[src/hdl/bctd_ram.sv]
// ----------------------------------------------------------------------------
// bctd_ram
// Simple dual-port RAM, one write and one read port, registered read data.
// ----------------------------------------------------------------------------
module bctd_ram #(
  parameter int WIDTH = 8,
  parameter int DEPTH = 16
) (
  input  logic                     clk_i,
  input  logic                     we_i,
  input  logic [$clog2(DEPTH)-1:0] waddr_i,
  input  logic [WIDTH-1:0]         wdata_i,
  input  logic [$clog2(DEPTH)-1:0] raddr_i,
  output logic [WIDTH-1:0]         rdata_o
);

  logic [WIDTH-1:0] mem [DEPTH];

  always_ff @(posedge clk_i) begin
    if (we_i) begin
      mem[waddr_i] <= wdata_i;
    end
    rdata_o <= mem[raddr_i];
  end

endmodule

[config.mk]
export PLATFORM = sky130hd
export DESIGN_NAME = bctd_ram
export DESIGN_NICKNAME = d
export VERILOG_FILES = /design/src/hdl/bctd_ram.sv
export SDC_FILE = /design/constraint.sdc
export NUM_CORES = 1
export LEC_CHECK = 0
export ABC_AREA = 1
export BUFFER_PORTS_ARGS = -buffer_cell sky130_fd_sc_hd__buf_2
export CAP_MARGIN = 10
export CORE_ASPECT_RATIO = 0.7
export CORE_MARGIN = 4
export CORE_UTILIZATION = 55
export DETAILED_ROUTE_END_ITERATION = 10
export MAX_ROUTING_LAYER = met4
export PLACE_DENSITY_LB_ADDON = 0.1
export SYNTH_ARGS = -nofsm -noshare
export SYNTH_HDL_FRONTEND = slang
export SYNTH_SLANG_ARGS = --single-unit
[constraint.sdc]
create_clock -name clk_i -period 3.11 [get_ports clk_i]
set_input_delay 0.1555 -clock clk_i [delete_from_list [all_inputs] [get_ports clk_i]]
set_output_delay 0.1555 -clock clk_i [all_outputs]
set_load 0.005 [all_outputs]
==> summary.md <==
| Metric | Value |
|---|---|
| Status | `finished clean` |
| Clock Sink Count | `136` |
| Worst-Margin Slew | `0.864 ns` |
| Setup crit end kind | `flip-flop` |
| Fraction of power spent switching nets | `0.204` |
| Num ports | `26` |
| Slew headroom | `0.422` |
| Power Internal | `0.00338 W` |
| Most frequent cells after synthesis | `173 x nand2_1, 128 x edfxtp_1, 100 x inv_1` |
| Max VDD drop | `0.000461 V` |
| Dpl ws | `1.39 ns` |
| Max Fanout on Critical Path | `37` |
| Nets | `593` |
| Tmin final | `1.33 ns` |
| Critical Path Start Type | `input port` |
| PortBufs | `25` |
| Die Span Y | `93.7 um` |
| Max-slew violation count | `0` |
| Synth-to-layout area growth | `12.5%` |
| DRT antenna net count | `0` |
| Post-CTS setup buffers | `0` |
| Peak Freq | `0.749 GHz` |
| Syn Inst Count | `551` |
| Syn_nets | `569` |
| Final Hold Viols | `0` |
| Largest net degree at the start of global routing | `65` |
| Post-synth top area cell | `edfxtp_1` |
| Pleak | `2.82 nW` |
| Final Wtd Congestion | `0.841` |
| CP Class | `in -> reg` |
| Vias/cell | `5.24` |
| CP dominant cell by count | `nand2_1` |
| H-tree depth | `4` |
| Initial drt markers | `411` |
| Critical-path cell list | `buf_2, inv_2, buf_4, nand2_1, nand2_1, nand2_1, nand3_1, nand3_1, nand2_1` |
| Worst path required time | `3.46 ns` |
| Period Utilization, post-route | `0.429` |
| DR vias | `3745` |
| Reg2reg setup slack | `1.99 ns` |
| EDFF count, synth | `128` |
| PD cells | `654 nW/um^2` |
| Clk Latency, worst-skew pair | `0.41 ns` |
| Cell Rows | `30` |
| Hold Path Class | `in -> reg` |
| DP Wirelength | `7.35 mm` |
| Die ar. | `12200 um^2` |
| Synth async-reset ratio | `0` |
| Skew final | `0.00567 ns` |
| Hold-fix buffers at CTS | `0` |
| # DRC | `0` |
| Die X | `130 um` |
| CP max stage cell | `inv_2` |
| Initial antenna violation count | `0` |
| Cts repair resizes | `0` |
| Top FF cell, synth | `edfxtp_1` |
| CTS root buffer | `clkbuf_16` |
| Layout cells sized above 1 | `0.0954` |
| Clock share of power | `0.457` |
| All-Layer GR Usage | `0.234` |
| Post-synth cell types | `12` |
| RSZ-0062 raised after global routing | `no` |
| CTS tree | `built` |
| Most frequent cell after synthesis | `nand2_1` |
| Worst-path clk slew | `0.06 ns` |
| Max-Cap Viols | `0` |
| CTS Buf Count | `17` |
| Max stage delay on crit path | `0.49 ns` |
| Combinational power share | `0.057` |
| 1st-pass router iterations | `5` |
| Critical path buffer and inverter count | `3` |
| Global route overflow | `0` |
| # setup viols final | `0` |
| Drt wl/cell | `17.4 um` |
| Core area | `9950 um^2` |
| N_diodes | `0` |
| CP arrival | `1.69 ns` |
| Synth area leaders | `edfxtp_1 67%, nand2_1 11%, nand3_1 8.4%, inv_1 6.5%, dfxtp_1 2.8%` |
| Register area share after synthesis | `0.694` |
| Mapped cell area | `5770 um^2` |
| Yosys top cell area share | `0.667` |
| Crit path setup slack, layout | `1.78 ns` |
| Setup TNS | `0 ns` |
| Yosys warnings | `0` |
| Number of synthesized register bits | `136` |
| Delay-heaviest family, CP | `buffers and inverters` |
| Clk buf depth | `2` |
| DRT Wirelength | `12.4 mm` |
| Starting Density | `0.580` |
| Switch Pwr | `0.000865 W` |
| First-pass GRT wire length | `20.1 mm` |
| Number of global-route vias before repair | `3591` |
| Sequential power share | `0.486` |
| Avg Cell Area, Syn | `10.5 um^2` |
==> registers in the layout, indices dropped and copies added (netlist names) <==
register,count
mem,128
rdata_o,8
==> worst reg2reg max path, delay by kind of cell, from the launching register on <==
| kind | cells | cell delay [ns] |
|---|---|---|
| DFF | 1 | 0.37 |
| and+or+nand+nor | 5 | 0.57 |
| buffers and inverters | 1 | 0.08 |
==> through the flow <==
| step | total power, W | hold WS, ns | cell area (um^2) | instances | utilization |
|---|---|---|---|---|---|
| after floorplan | 0.00224 | 0.254 | 5770 | 551 | - |
| after global placement | 0.00233 | 0.530 | 5920 | 684 | 0.595 |
| after detailed placement | 0.00234 | 0.537 | 5920 | 684 | 0.595 |
| after CTS | 0.00426 | 0.105 | 6490 | 715 | 0.652 |
| after global routing | 0.00440 | 0.140 | 6490 | 715 | 0.652 |
| final | 0.00424 | 0.127 | 6490 | 715 | 0.652 |
==> power groups by stage <==
stage                     sequential [W]  combinational (W)  clock [W]
after floorplan                  0.00210           0.000145          0
after global placement           0.00210           0.000237          0
after detailed placement         0.00210           0.000239          0
after CTS                        0.00206           0.000240    0.00196
after global routing             0.00206           0.000272    0.00207
final                            0.00206           0.000240    0.00194
==> kinds of logic (layout without fill, tap and decap cells) <==
family | after synthesis | count (layout) | share of synthesized area
buffers and inverters | 126 | 162 | 0.0952
and+or+nand+nor | 289 | 289 | 0.210
DFF | 136 | 136 | 0.694
==> final cells by class <==
cell class	count	area, um^2
clock inverter	4	70.1
fill	796	3460
sequential	136	4000
timing repair buffer	29	155
clock buffer	27	503
tap	128	160
inverter	102	383
multi-input combinational	289	1210
==> worst paths after layout <==
path / from / endpoint / depth (start not counted)
hold reg to reg: mem[4][6] / rdata_o[6] / 6
setup reg to reg: mem[9][6] / rdata_o[6] / 6
setup / recovery: raddr_i[0] / rdata_o[6] / 9
hold / removal: raddr_i[3] / rdata_o[4] / 3
==> routing by layer <==
metal  vias to the layer above  wire length, um  global-route usage
met3                        15             1330              0.0636
li1                       1817                -                   -
met1                      1734             5650               0.355
met2                       179             5330               0.316
met5                         -                0                   -
met4                         0              124              0.0539
==> cells in the final DEF (no fill, tap or decap) <==
cell type	count
buf_2	25
buf_4	4
bufinv_16	2
clkbuf_1	6
clkbuf_16	17
clkbuf_8	4
clkinv_2	2
dfxtp_1	8
edfxtp_1	128
inv_1	100
inv_2	2
nand2_1	173
nand3_1	97
nand3b_1	2
nor2_1	17
(Power assumes the default switching activity.)
